`src/rtl/vln_pkg.sv`:
```
package vln_pkg;

    // component and arithmetic widths
    localparam int CW          = 16;                 // component width, Q8.8
    localparam int SUM_W       = 2 * CW;             // sum of squares, Q16.16
    localparam int FRAC_W      = 14;                 // unit fraction bits, Q1.14
    localparam int DIV_STEPS   = 2 * FRAC_W + 1;     // one quotient bit per stage
    localparam int QUO_W       = DIV_STEPS;          // |c|^2 * 2^28 / s <= 2^28
    localparam int RAD_W       = SUM_W;              // square root radicand
    localparam int ROOT_W      = RAD_W / 2;          // one root bit per stage
    localparam int REM_W       = ROOT_W + 2;
    localparam int OUT_W       = 16;
    localparam int LANE_LAT    = DIV_STEPS + ROOT_W; // lane depth, divide plus root stages
    localparam int PIPE_DEPTH  = 3 + LANE_LAT + 1;   // input, square, sum, lane, merge
    localparam int IN_TDATA_W  = ((3 * CW + 7) / 8) * 8;
    localparam int OUT_TDATA_W = ((4 * OUT_W + 7) / 8) * 8;

    // what a lane hands to the merge stage
    typedef struct packed {
        logic              neg;
        logic [ROOT_W-1:0] mag;
    } lane_res_t;

endpackage

```
`src/rtl/vln_isqrt.sv`:
```
module vln_isqrt (
    input  logic                       aclk,
    input  logic                       en,
    input  logic [vln_pkg::RAD_W-1:0]  rad,
    output logic [vln_pkg::ROOT_W-1:0] root
);
    import vln_pkg::*;

    // one root bit per stage, restoring form
    logic [REM_W-1:0]  rem_reg  [ROOT_W];
    logic [ROOT_W-1:0] root_reg [ROOT_W];
    logic [RAD_W-1:0]  rad_reg  [ROOT_W];

    logic [REM_W-1:0]  rem_next  [ROOT_W];
    logic [ROOT_W-1:0] root_next [ROOT_W];
    logic [RAD_W-1:0]  rad_next  [ROOT_W];

    always_comb begin
        logic [REM_W-1:0]  rem_in;
        logic [ROOT_W-1:0] root_in;
        logic [RAD_W-1:0]  rad_in;
        logic [REM_W+1:0]  rem_sh;
        logic [REM_W+1:0]  trial;
        for (int i = 0; i < ROOT_W; i++) begin
            if (i == 0) begin
                rem_in  = '0;
                root_in = '0;
                rad_in  = rad;
            end else begin
                rem_in  = rem_reg[i-1];
                root_in = root_reg[i-1];
                rad_in  = rad_reg[i-1];
            end
            rem_sh = {rem_in, rad_in[RAD_W-1 -: 2]};
            trial  = {2'b00, root_in, 2'b01};
            if (rem_sh >= trial) begin
                rem_next[i]  = REM_W'(rem_sh - trial);
                root_next[i] = {root_in[ROOT_W-2:0], 1'b1};
            end else begin
                rem_next[i]  = rem_sh[REM_W-1:0];
                root_next[i] = {root_in[ROOT_W-2:0], 1'b0};
            end
            rad_next[i] = {rad_in[RAD_W-3:0], 2'b00};
        end
    end

    always_ff @(posedge aclk) begin
        if (en) begin
            for (int i = 0; i < ROOT_W; i++) begin
                rem_reg[i]  <= rem_next[i];
                root_reg[i] <= root_next[i];
                rad_reg[i]  <= rad_next[i];
            end
        end
    end

    assign root = root_reg[ROOT_W-1];

endmodule

```
`src/rtl/vln_lane.sv`:
```
module vln_lane (
    input  logic                      aclk,
    input  logic                      en,
    input  logic [vln_pkg::SUM_W-1:0] sq,
    input  logic [vln_pkg::SUM_W-1:0] sum,
    input  logic                      neg,
    output vln_pkg::lane_res_t        res
);
    import vln_pkg::*;

    // quotient floor(sq * 2^28 / sum), integer bit first, then fraction bits
    logic [SUM_W-1:0] rem_reg [DIV_STEPS];
    logic [QUO_W-1:0] quo_reg [DIV_STEPS];
    logic [SUM_W-1:0] div_reg [DIV_STEPS];
    logic             neg_reg [LANE_LAT];

    logic [SUM_W-1:0] rem_next [DIV_STEPS];
    logic [QUO_W-1:0] quo_next [DIV_STEPS];

    always_comb begin
        logic [SUM_W:0]   rem_sh;
        logic [SUM_W-1:0] d;
        logic [QUO_W-1:0] q_in;
        logic             ge;
        for (int i = 0; i < DIV_STEPS; i++) begin
            if (i == 0) begin
                rem_sh = {1'b0, sq};
                d      = sum;
                q_in   = '0;
            end else begin
                rem_sh = {rem_reg[i-1], 1'b0};
                d      = div_reg[i-1];
                q_in   = quo_reg[i-1];
            end
            ge          = rem_sh >= {1'b0, d};
            rem_next[i] = ge ? SUM_W'(rem_sh - {1'b0, d}) : rem_sh[SUM_W-1:0];
            quo_next[i] = {q_in[QUO_W-2:0], ge};
        end
    end

    always_ff @(posedge aclk) begin
        if (en) begin
            for (int i = 0; i < DIV_STEPS; i++) begin
                rem_reg[i] <= rem_next[i];
                quo_reg[i] <= quo_next[i];
            end
            div_reg[0] <= sum;
            for (int i = 1; i < DIV_STEPS; i++) begin
                div_reg[i] <= div_reg[i-1];
            end
            neg_reg[0] <= neg;
            for (int i = 1; i < LANE_LAT; i++) begin
                neg_reg[i] <= neg_reg[i-1];
            end
        end
    end

    logic [ROOT_W-1:0] root;

    vln_isqrt u_isqrt (
        .aclk (aclk),
        .en   (en),
        .rad  (RAD_W'(quo_reg[DIV_STEPS-1])),
        .root (root)
    );

    assign res.neg = neg_reg[LANE_LAT-1];
    assign res.mag = root;

endmodule

```
`config.mk`:
```
export PLATFORM = sky130hd
export DESIGN_NAME = vln_lane
export DESIGN_NICKNAME = d
export VERILOG_FILES = /design/src/rtl/vln_pkg.sv /design/src/rtl/vln_isqrt.sv /design/src/rtl/vln_lane.sv
export SDC_FILE = /design/constraint.sdc
export NUM_CORES = 2
export LEC_CHECK = 0
export BUFFER_PORTS_ARGS = -buffer_cell sky130_fd_sc_hd__buf_4
export CELL_PAD_IN_SITES_DETAIL_PLACEMENT = 1
export CELL_PAD_IN_SITES_GLOBAL_PLACEMENT = 1
export CORE_MARGIN = 1
export CORE_UTILIZATION = 35
export CTS_BUF_LIST = sky130_fd_sc_hd__clkbuf_2
export CTS_CLUSTER_DIAMETER = 40
export DETAILED_ROUTE_END_ITERATION = 7
export GPL_TIMING_DRIVEN = 0
export MAX_ROUTING_LAYER = met4
export PLACE_DENSITY = 0.71
export SYNTH_ARGS = -nofsm -noshare
export SYNTH_HDL_FRONTEND = slang
export SYNTH_SLANG_ARGS = --single-unit
```
`constraint.sdc`:
```
create_clock -name aclk -period 3.2 [get_ports aclk]
set_input_delay 0.32 -clock aclk [delete_from_list [all_inputs] [get_ports aclk]]
set_output_delay 0.32 -clock aclk [all_outputs]
set_load 0.02 [all_outputs]
```
==> results.md <==
- Post-route ant nets: 0
- Synth async-reset ratio: 0%
- Row cnt: 242
- Post-placement setup slack: -1.97 ns
- Hold Path Class: input pin to flip-flop
- Hold_sp: en
- CP most frequent cell: o21ai_2
- Vias per cell: ~5.2
- Tightest Pin Transition: 1.25 ns
- Area contributors post-synth: edfxtp_1 (56%), ha_1 (8.7%), a21oi_1 (3.6%), inv_1 (3.2%), xnor2_1 (3.0%)
- Reg2Reg Capture Point: rem_reg[1][215]
- Period utilization: 115%
- Critical Path Fanout Max: 9
- Cell area after synthesis: 153000 um2
- Initial detailed-routing violation count: slightly below 7000
- Clock Tree Buf Depth: 4
- Worst endpoint required time: between 5 and 6 ns
- Gpl congestion: about 0.89
- Synth top area share: 56.1%
- Most common cell after layout, fill and taps aside: edfxtp_1
- RR Startpoint: div_reg[1][161]
- Crit. End Element: flip-flop
- Finish-stage setup viols: about 660
- Critical path arrival: 5.57 ns
- Post-synth EDFFs: 2859
- Die Ht: 663 um
- Post-route setup slack: -0.480 ns
- Syn Area/Cell: 11.5 um2
- Min Clock Period, post-route: approximately 3.7 ns
- Seq cells post-synth: around 2900
- Max cap viols: 0
- WHS: -0.916 ns
- Core area: approximately 430000 um2
- Post-synth top flop: edfxtp_1
- Layout cells sized above 1: between 20 and 30%
- Routed wire per std cell: 21.4 um
- Final Hold Fails: 630
- Total gr overflow: 0
- Vias in the first global route: approximately 120k
- Most frequent cells in the layout: edfxtp_1 (2859), inv_1 (1241), clkbuf_2 (1072)
- Sinks on Clock Net: roughly 2900
- Unrepaired setup endpoints after global routing: true
- Skew final: 0.313 ns
- Critical-path cell list: inv_2, ha_4, nor2b_4, o21ai_2, a21o_2, a211oi_4, a2111oi_4, o21ai_2, a311oi_4, nand3_1, a2111o_1, buf_8, buf_12, mux2_4
- Yosys synthesis warning count: 0
- R2r worst-path depth: 14
- Maximum clock frequency: 272 MHz
- Final count of pins violating max slew: 0
- Drt pass-1 iters: 5
- First-pass GRT wire length: ~660 mm
- Seq/Total Area, Yosys: 56.1%
- Hold Path Cell Cnt: 2
- Htree depth: 6
- Pwr dens: 1010 nW/um2
- Port Buf Inserts: 82
- Synth-to-layout area growth: 27.4%
- Worst setup path start: div_reg[1][161]
- Slew HR: 16.5%
- Outcome: finished with violations
- Cells after synthesis: 13300
- TritonCTS buffer count: 767
- Initial antenna violation count: 11
- R2R Setup Slk: -0.48 ns
- Yosys cell types: 95
- Die area: 440000 um2
- CP Launch Type: flip-flop
- Post-DP HPWL: 293 mm
- Clk_lat worst skew: 2.34 ns
- WL final: 466 mm
- Biggest area consumer among synthesized cells: edfxtp_1
- Drt drc: 0
- Fin nets: 16500
- CTS Root Cell: clkbuf_2
- WHS Endpoint: rem_reg[1][291]
- # IOs: 84
- Slowest stage delay, CP: between 0.4 and 0.5 ns
- CTS tree: yes
- Critical path class: flip-flop to flip-flop
- Die Span X: 663 um
- Largest net degree at the start of global routing: around 210
- Total Routing Usage GR: 19.3%
- Failing checks: negative hold slack, negative setup slack
- Starting Density: 35.2%
- Pleak: 78.8 nW
- Clock transition at path regs: 0.12 ns
- Vias: 114000
- CP max stage cell: edfxtp_1
- Peak supply drop: 0.000452 V
## critical path: cells and delay by family (launching register included)
kind,cells,cell delay (ns)
flops,1,0.43
compound gates,7,1.60
mux,1,0.30
simple gates,2,0.25
buf+inv,3,0.43
fa+ha+maj,1,0.21
## synthesized netlist by cell type (108+ instances only)
| cell | number |
|---|---|
| clkbuf_1 | 292 |
| nand2_1 | 919 |
| inv_1 | 1307 |
| nand4_1 | 176 |
| o21ai_0 | 803 |
| nand3_1 | 239 |
| mux2_2 | 250 |
| xnor2_1 | 525 |
| nor2b_1 | 138 |
| a21oi_1 | 1091 |
| a21o_1 | 488 |
| nor2_1 | 834 |
| xor2_1 | 396 |
| a31oi_1 | 108 |
| nor3_1 | 166 |
| nand2b_1 | 166 |
| o21a_1 | 161 |
| ha_1 | 1062 |
| o21bai_1 | 145 |
| edfxtp_1 | 2859 |
## per-layer routing
| metal | vias to the layer above | track usage, % | share of wire (%) |
|---|---|---|---|
| met1 | 56500 | 21.9 | 40 |
| met3 | 1286 | 2.39 | 3.7 |
| met5 | - | - | 0 |
| li1 | 53300 | - | - |
| met4 | 0 | 9.07 | 5.6 |
| met2 | 2795 | 33.9 | 51 |
## metrics by stage
stage	total power, mW	std cells	cell area [um2]	util (%)	setup TNS, ns
4_1_cts	181	21300	185000	42.6	-132.12
5_1_grt	206	21700	195000	44.8	-194.47
3_3_place_gp	132	19100	161000	37.1	-
3_5_place_dp	132	19100	162000	37.2	-1885.93
6_report	196	21700	195000	44.8	-133.87
2_1_floorplan	110	13300	153000	-	-1.06
## cell type report
type                            count  area (um2)
Multi-Input combinational cell   8763       72700
Clock inverter                    288        1800
Timing Repair Buffer             1419       14300
Tap cell                         5734        7170
Fill cell                       46200      240000
Sequential cell                  2859       85900
Inverter                         1308        4930
Buffer                            237        2740
Clock buffer                     1056        5290
Antenna cell                       72         180
## cells by family (layout without fill, tap and decap cells)
group	Yosys count	in the layout	share of synthesized area (%)
AOI/OAI and AO/OA	3404	3406	13.9
and+or+nand+nor	3049	3049	9.43
DFF	2859	2859	56.1
buffers and inverters	1651	4308	4.10
adders and majority gates	1090	1090	9.05
xor gates and xnor gates	921	921	5.27
muxes	295	295	2.22
other	1	74	0.00245
## report_power, final
group | total [mW] | internal, mW | leakage [nW] | switching [mW]
combinational | 109 | 50.5 | 45.7 | 58.1
clock | 26.8 | 10.5 | 5.27 | 16.3
sequential | 60.7 | 53.7 | 27.8 | 7.04
total | 196 | 115 | 78.8 | 81.5
## repair_timing
action,in CTS,in global routing
endpoints found under the hold margin,1768,747
pin swaps,410,523
gates resized for setup,2054,1667
hold buffers,267,23
buffers inserted,569,455
cloned,58,26
setup endpoints to repair,1013,1044
## worst max-delay path by stage
stage | end | slack (ns) | depth (start not counted)
after CTS | rem_reg[1][220] | -0.54 | 13
final | rem_reg[1][215] | -0.48 | 14
after floorplan | rem_reg[1][196] | -0.04 | 13
after detailed placement | rem_reg[0][318] | -1.97 | 12
after global placement | rem_reg[0][28] | -24.43 | 1
after global routing | rem_reg[1][220] | -0.67 | 14
Note: power is estimated with default switching activity, not from simulation.
