## src/rtl/vln_pkg.sv

```systemverilog
package vln_pkg;

    // component and arithmetic widths
    localparam int CW          = 16;                 // component width, Q8.8
    localparam int SUM_W       = 2 * CW;             // sum of squares, Q16.16
    localparam int FRAC_W      = 14;                 // unit fraction bits, Q1.14
    localparam int DIV_STEPS   = 2 * FRAC_W + 1;     // one quotient bit per stage
    localparam int QUO_W       = DIV_STEPS;          // |c|^2 * 2^28 / s <= 2^28
    localparam int RAD_W       = SUM_W;              // square root radicand
    localparam int ROOT_W      = RAD_W / 2;          // one root bit per stage
    localparam int REM_W       = ROOT_W + 2;
    localparam int OUT_W       = 16;
    localparam int LANE_LAT    = DIV_STEPS + ROOT_W; // lane depth, divide plus root stages
    localparam int PIPE_DEPTH  = 3 + LANE_LAT + 1;   // input, square, sum, lane, merge
    localparam int IN_TDATA_W  = ((3 * CW + 7) / 8) * 8;
    localparam int OUT_TDATA_W = ((4 * OUT_W + 7) / 8) * 8;

    // what a lane hands to the merge stage
    typedef struct packed {
        logic              neg;
        logic [ROOT_W-1:0] mag;
    } lane_res_t;

endpackage

```

## src/rtl/vln_isqrt.sv

```systemverilog
module vln_isqrt (
    input  logic                       aclk,
    input  logic                       en,
    input  logic [vln_pkg::RAD_W-1:0]  rad,
    output logic [vln_pkg::ROOT_W-1:0] root
);
    import vln_pkg::*;

    // one root bit per stage, restoring form
    logic [REM_W-1:0]  rem_reg  [ROOT_W];
    logic [ROOT_W-1:0] root_reg [ROOT_W];
    logic [RAD_W-1:0]  rad_reg  [ROOT_W];

    logic [REM_W-1:0]  rem_next  [ROOT_W];
    logic [ROOT_W-1:0] root_next [ROOT_W];
    logic [RAD_W-1:0]  rad_next  [ROOT_W];

    always_comb begin
        logic [REM_W-1:0]  rem_in;
        logic [ROOT_W-1:0] root_in;
        logic [RAD_W-1:0]  rad_in;
        logic [REM_W+1:0]  rem_sh;
        logic [REM_W+1:0]  trial;
        for (int i = 0; i < ROOT_W; i++) begin
            if (i == 0) begin
                rem_in  = '0;
                root_in = '0;
                rad_in  = rad;
            end else begin
                rem_in  = rem_reg[i-1];
                root_in = root_reg[i-1];
                rad_in  = rad_reg[i-1];
            end
            rem_sh = {rem_in, rad_in[RAD_W-1 -: 2]};
            trial  = {2'b00, root_in, 2'b01};
            if (rem_sh >= trial) begin
                rem_next[i]  = REM_W'(rem_sh - trial);
                root_next[i] = {root_in[ROOT_W-2:0], 1'b1};
            end else begin
                rem_next[i]  = rem_sh[REM_W-1:0];
                root_next[i] = {root_in[ROOT_W-2:0], 1'b0};
            end
            rad_next[i] = {rad_in[RAD_W-3:0], 2'b00};
        end
    end

    always_ff @(posedge aclk) begin
        if (en) begin
            for (int i = 0; i < ROOT_W; i++) begin
                rem_reg[i]  <= rem_next[i];
                root_reg[i] <= root_next[i];
                rad_reg[i]  <= rad_next[i];
            end
        end
    end

    assign root = root_reg[ROOT_W-1];

endmodule

```

## config.mk

```make
export PLATFORM = sky130hd
export DESIGN_NAME = vln_isqrt
export DESIGN_NICKNAME = d
export VERILOG_FILES = /design/src/rtl/vln_pkg.sv /design/src/rtl/vln_isqrt.sv
export SDC_FILE = /design/constraint.sdc
export NUM_CORES = 1
export LEC_CHECK = 0
export BUFFER_PORTS_ARGS = -buffer_cell sky130_fd_sc_hd__buf_2
export CAP_MARGIN = 20
export CORE_ASPECT_RATIO = 0.8
export CORE_MARGIN = 4
export CORE_UTILIZATION = 50
export CTS_CLUSTER_SIZE = 20
export DETAILED_ROUTE_END_ITERATION = 10
export GPL_TIMING_DRIVEN = 1
export PLACE_DENSITY = 0.77
export RECOVER_POWER = 50
export SYNTH_ARGS = -nofsm -noshare
export SYNTH_HDL_FRONTEND = slang
export SYNTH_SLANG_ARGS = --single-unit
export TNS_END_PERCENT = 30
```

## constraint.sdc

```tcl
create_clock -name aclk -period 3.8 [get_ports aclk]
set_input_delay 1.14 -clock aclk [delete_from_list [all_inputs] [get_ports aclk]]
set_output_delay 1.14 -clock aclk [all_outputs]
set_load 0.03 [all_outputs]
```

==> results of run 1 <==
## cell type report
class,count,area (µm²)
Tap cell,760,951
Clock buffer,71,1590
Multi-Input combinational cell,1353,9560
Sequential cell,626,18800
Inverter,183,688
Fill cell,4408,24700
Clock inverter,42,409
Timing Repair Buffer,78,552
## final timing paths
path,startpoint,endpoint,slack [ns],cells past startpoint
worst max-delay path,root_reg[1][2],rem_reg[1][22],0.67,8
worst min-delay path,rad_reg[0][56],rad_reg[0][88],0.42,0
worst max register to register,root_reg[1][2],rem_reg[1][22],0.67,8
worst min register to register,rad_reg[0][56],rad_reg[0][88],0.42,0
## report_power, final
| group | switching (mW) | total [mW] | leakage, nW | internal [mW] |
|---|---|---|---|---|
| Sequential | 0.412 | 8.93 | 5.99 | 8.51 |
| Clock | 2.53 | 5.93 | 0.964 | 3.40 |
| Combinational | 1.54 | 2.70 | 5.46 | 1.16 |
## logic make-up after synthesis
logic type	Yosys count	share of synthesized area
flip-flops	626	0.644
AND/OR/NAND/NOR	537	0.0943
AO/OA/AOI/OAI	439	0.0969
buffers and inverters	219	0.0289
XOR/XNOR	180	0.0540
adder cells (fa/ha/maj)	153	0.0656
multiplexers	43	0.0163
other	1	0.000128
## cells in the mapped netlist, drive strengths merged, types with 43 or more instances
master	number	area (µm²)
a21oi	146	731
xor2	79	692
ha	153	1910
o21ai	84	420
inv	182	683
nor2	169	642
nand3	43	215
nor3	50	250
xnor2	101	885
edfxtp	626	18800
nand2	79	297
## routing by layer
metal  track usage  share of wire  vias up
met3        0.0421          0.072       80
met4        0.0361          0.017        0
met2         0.255           0.43      527
met1         0.246           0.48     8298
met5             0              0        -
li1              -              -     8468
==> results_dict.tcl, run 1 <==
set metrics [dict create \
    grt_pass1_vias 16900 \
    placed_area_mm2 0.0306 \
    wire_per_inst_um 17.1 \
    path_buf_inv 2 \
    gr-usage-all-layers 0.167 \
    routed_wl_um 53400 \
    grt_max_degree 71 \
    violations "max-capacitance violations, max-slew violations" \
    hold_violations 0 \
    grt_pass1_wl_um 86400 \
    relSlewSlack -0.369 \
    ios 50 \
    yosysWarnings 0 \
    routabilityCongestion 0.942 \
    hold_slack_ns 0.415 \
    drive_gt1_frac 0.102 \
    status "finished, violations left" \
    die-area_mm2 0.0624 \
    viasPerCell 5.58 \
    antenna_found_initial 0 \
    drt_pass1_iterations 7 \
    cts-root-buf "clkbuf_16" \
    final_area_mm2 0.0325 \
    slowest_delay_ns 0.57 \
    rows 78 \
    synth_cell_types 80 \
    synth_seq_cells 626 \
    rsz0062_at_grt "no" \
    fin_crit_ns 3.13 \
    mostFrequentLayoutCell "edfxtp_1" \
    ys_seq_area_frac 0.644 \
    grt_overflow_total 0 \
    crit_path_top_delay_cell "a211oi_1" \
    clk_pin_slew_worst_paths_ns 0.06 \
    path_class "flop to flop" \
    cp.required_ns 4.18 \
    crit_arrival_ns 3.50 \
    fp.dieH_um 224 \
    cp-start-kind "flop" \
    final_cell_mix "edfxtp_1, inv_1, nor2_1, ha_1, a21oi_1" \
    dp_slack_ns 0.775 \
    power_density_mw_per_mm2 539 \
    fin_ws_ns 0.674 \
    syn_to_final_growth_pct 11.5 \
    crit_family "compound AO/OA/AOI/OAI gates" \
    clock-sinks 626 \
    finalPower_mw 17.6 \
    drt_iter0_markers 1320 \
    fin_skew_ns 0.0214 \
    postCtsSetupBuffers 0 \
    fin_cells 3113 \
    synth_area_mm2 0.0292 \
    endpoint_kind "flop" \
    drc 0 \
    postRouteAntennaNets 0 \
    core-area_mm2 0.0573 \
    cts_resized 0 \
    antenna_cells 0 \
    nets 2490 \
    syn-num-nets 2385 \
    crit_chain "inv_1, ha_1, nand2_1, a211oi_1, o21ai_0, nand3b_1, buf_4, mux2_2" \
    syn-mean-instance-area_um2 13.3 \
    hp-class "flop to flop" \
    dpl.cell_count 3000 \
    slew_viol_final 64 \
    vias 17400 \
    setup_viol 0 \
    tightest_slew_ns 2.05 \
    max_freq_ghz 0.320 \
    clock_path_buffers 3 \
    largest_register_ffs 250 \
    cp_max_fo 20 \
    hold_buffers 0 \
    syn_inst 2198 \
    leakage_nw 12.4 \
    die_w_um 278 \
    cts_buffers 61 \
    cts_max_level 2 \
    synth_edf_count 626 \
    dp_hpwl_um 37300 \
    drv_cap 1 \
    ys_async_sr_fraction 0 \
    peakVddDrop_uv 446 \
    clock_latency_ns 0.64 \
    port_buffers 49 \
    fin_util 0.568 \
    start_util 0.510 \
    ys.flop_type "edfxtp_1" \
    min_period_over_period 0.823 \
    tns_ns 0 \
    cts_tree "built" \
]
Note: power is estimated with default switching activity, not from simulation.
==> inputs of run 2 (changes only) <==
Settings changed: PLACE_DENSITY 0.77 to 0.79.
Clock period 3.8 ns to 2.8 ns, I/O delays scaled along.
==> run 2 against run 1 <==
Net effect: the flow still finishes with violations (max-capacitance violations, max-slew violations); power rose by 37%; critical path type unchanged; non-clock buffer count increased by 60; worst setup slack lost 0.58 ns; clock skew increased by 0.0045 ns; hold slack lost 0.040 ns; sequential share of layout area is 1.1 points lower; first-iteration DRC count up 11%; critical endpoint unchanged; largest cell class unchanged; cell count rose by 2.0%.
==> results_dict.tcl, run 2 (same netlist as run 1, synthesis figures left out) <==
set metrics [dict create \
    status "finished, violations left" \
    violations "max-capacitance violations, max-slew violations" \
    max_freq_ghz 0.369 \
    min_to "rad_reg[0][18]" \
    port_buffers 49 \
    final_cell_mix "edfxtp_1, inv_1, nor2_1, ha_1, a21oi_1" \
    power_density_mw_per_mm2 725 \
    drt_iter0_markers 1464 \
    min_period_over_period 0.967 \
    hp-class "input pin to flop" \
    path_class "flop to flop" \
    mostFrequentLayoutCell "edfxtp_1" \
    clock_latency_ns 0.64 \
    routabilityCongestion 0.918 \
    r2r_cells 7 \
    r2r_setup_slack_ns 0.09 \
    hold_violations 0 \
    drive_gt1_frac 0.132 \
    r2r_end "rem_reg[1][22]" \
    viasPerCell 5.59 \
    clock_path_buffers 3 \
    relSlewSlack -0.258 \
    ios 50 \
    endpoint_kind "flop" \
    vias 17800 \
    syn_to_final_growth_pct 13.5 \
    postRouteAntennaNets 0 \
    cts_buffers 61 \
    grt_overflow_total 0 \
    die_w_um 278 \
    fin_skew_ns 0.0259 \
    fp.dieH_um 224 \
    clk_pin_slew_worst_paths_ns 0.07 \
    cp.required_ns 3.19 \
    wire_per_inst_um 17.4 \
    start_util 0.510 \
    holdPathStages 1 \
    antenna_found_initial 0 \
    routed_wl_um 55200 \
    dp_hpwl_um 39700 \
    slew_viol_final 30 \
    antenna_cells 0 \
    fin_crit_ns 2.71 \
    grt_max_degree 80 \
    cts_max_level 2 \
    peakVddDrop_uv 577 \
    leakage_nw 12.7 \
    regToRegStartpoint "rem_reg[1][7]" \
    crit_arrival_ns 3.10 \
    drc 0 \
    cp-start-kind "flop" \
    setup_viol 0 \
    fin_util 0.579 \
    nets 2550 \
    gr-usage-all-layers 0.174 \
    rows 78 \
    core-area_mm2 0.0573 \
    tightest_slew_ns 1.89 \
    cp_max_fo 26 \
    drv_cap 1 \
    largest_register_ffs 250 \
    grt_pass1_vias 17100 \
    cts-root-buf "clkbuf_16" \
    hold_slack_ns 0.375 \
    die-area_mm2 0.0624 \
    grt_pass1_wl_um 89100 \
    worstHoldStart "rad[18]" \
    clock-sinks 626 \
    drt_pass1_iterations 5 \
    cts_tree "built" \
]
==> run 2: cell types whose count changed in the layout (fill, tap and decap cells not counted), sizes merged <==
cell	change
dlymetal6s4s	+1
clkinv	-3
buf	+49
clkinvlp	+7
clkbuf	+8
bufinv	-1
==> run 2: power by group <==
group	total, mW	switching [mW]	leakage (nW)	internal [mW]
registers	12.1	0.570	5.99	11.6
clock network	8.03	3.50	0.944	4.53
logic	3.88	2.18	5.76	1.70
==> run 2: worst max-delay path by stage <==
stage / start / to / depth (start not counted)
2_1_floorplan: rem_reg[0][126] / rem_reg[1][3] / 8
6_report: rem_reg[1][7] / rem_reg[1][22] / 7
5_1_grt: rem_reg[0][56] / rem_reg[0][86] / 7
4_1_cts: root_reg[0][96] / rem_reg[0][143] / 8
3_3_place_gp: root_reg[0][96] / rem_reg[0][142] / 9
3_5_place_dp: rem_reg[0][108] / rem_reg[0][142] / 8
==> run 2: repair_timing <==
action | CTS | global route
resized for setup | 0 | 30
endpoints found under the setup margin | 0 | 29
buffers inserted | 0 | 1
hold buffers | 0 | 0
==> run 2: area by class of cell <==
type,count,area [µm²]
Tap cell,760,951
Multi-Input combinational cell,1353,9690
Clock buffer,69,1580
Timing Repair Buffer,138,1030
Inverter,183,688
Fill cell,4443,24100
Sequential cell,626,18800
Clock inverter,45,420
==> run 2: stage by stage <==
stage / setup WS (ns) / TNS, ns / instance area (µm²) / instances / power, mW
5_1_grt: -0.00210 / -0.00210 / 33200 / 3174 / 25.2
2_1_floorplan: 0.109 / 0 / 29200 / 2198 / 14.7
4_1_cts: 0.0518 / 0 / 33100 / 3172 / 24.2
6_report: 0.0931 / 0 / 33200 / 3174 / 24.0
3_5_place_dp: 0.0700 / 0 / 31100 / 3058 / 16.1
3_3_place_gp: 0.149 / 0 / 31100 / 3058 / 15.9
==> run 2: metal layers <==
metal  wire length, µm  vias up  track usage
met1             27400     8567        0.276
met4              1060        0       0.0436
met2             23100      522        0.250
met5                 0        -            0
li1                  -     8580            -
met3              3720       86       0.0287
==> run 2: critical path: stages, from the launching register on <==
cell and delay [ns]:
edfxtp_1 0.41, ha_1 0.41, nand4_1 0.15, or4_1 0.63
nand3_1 0.15, nand3b_1 0.16, buf_12 0.19, mux2_2 0.35
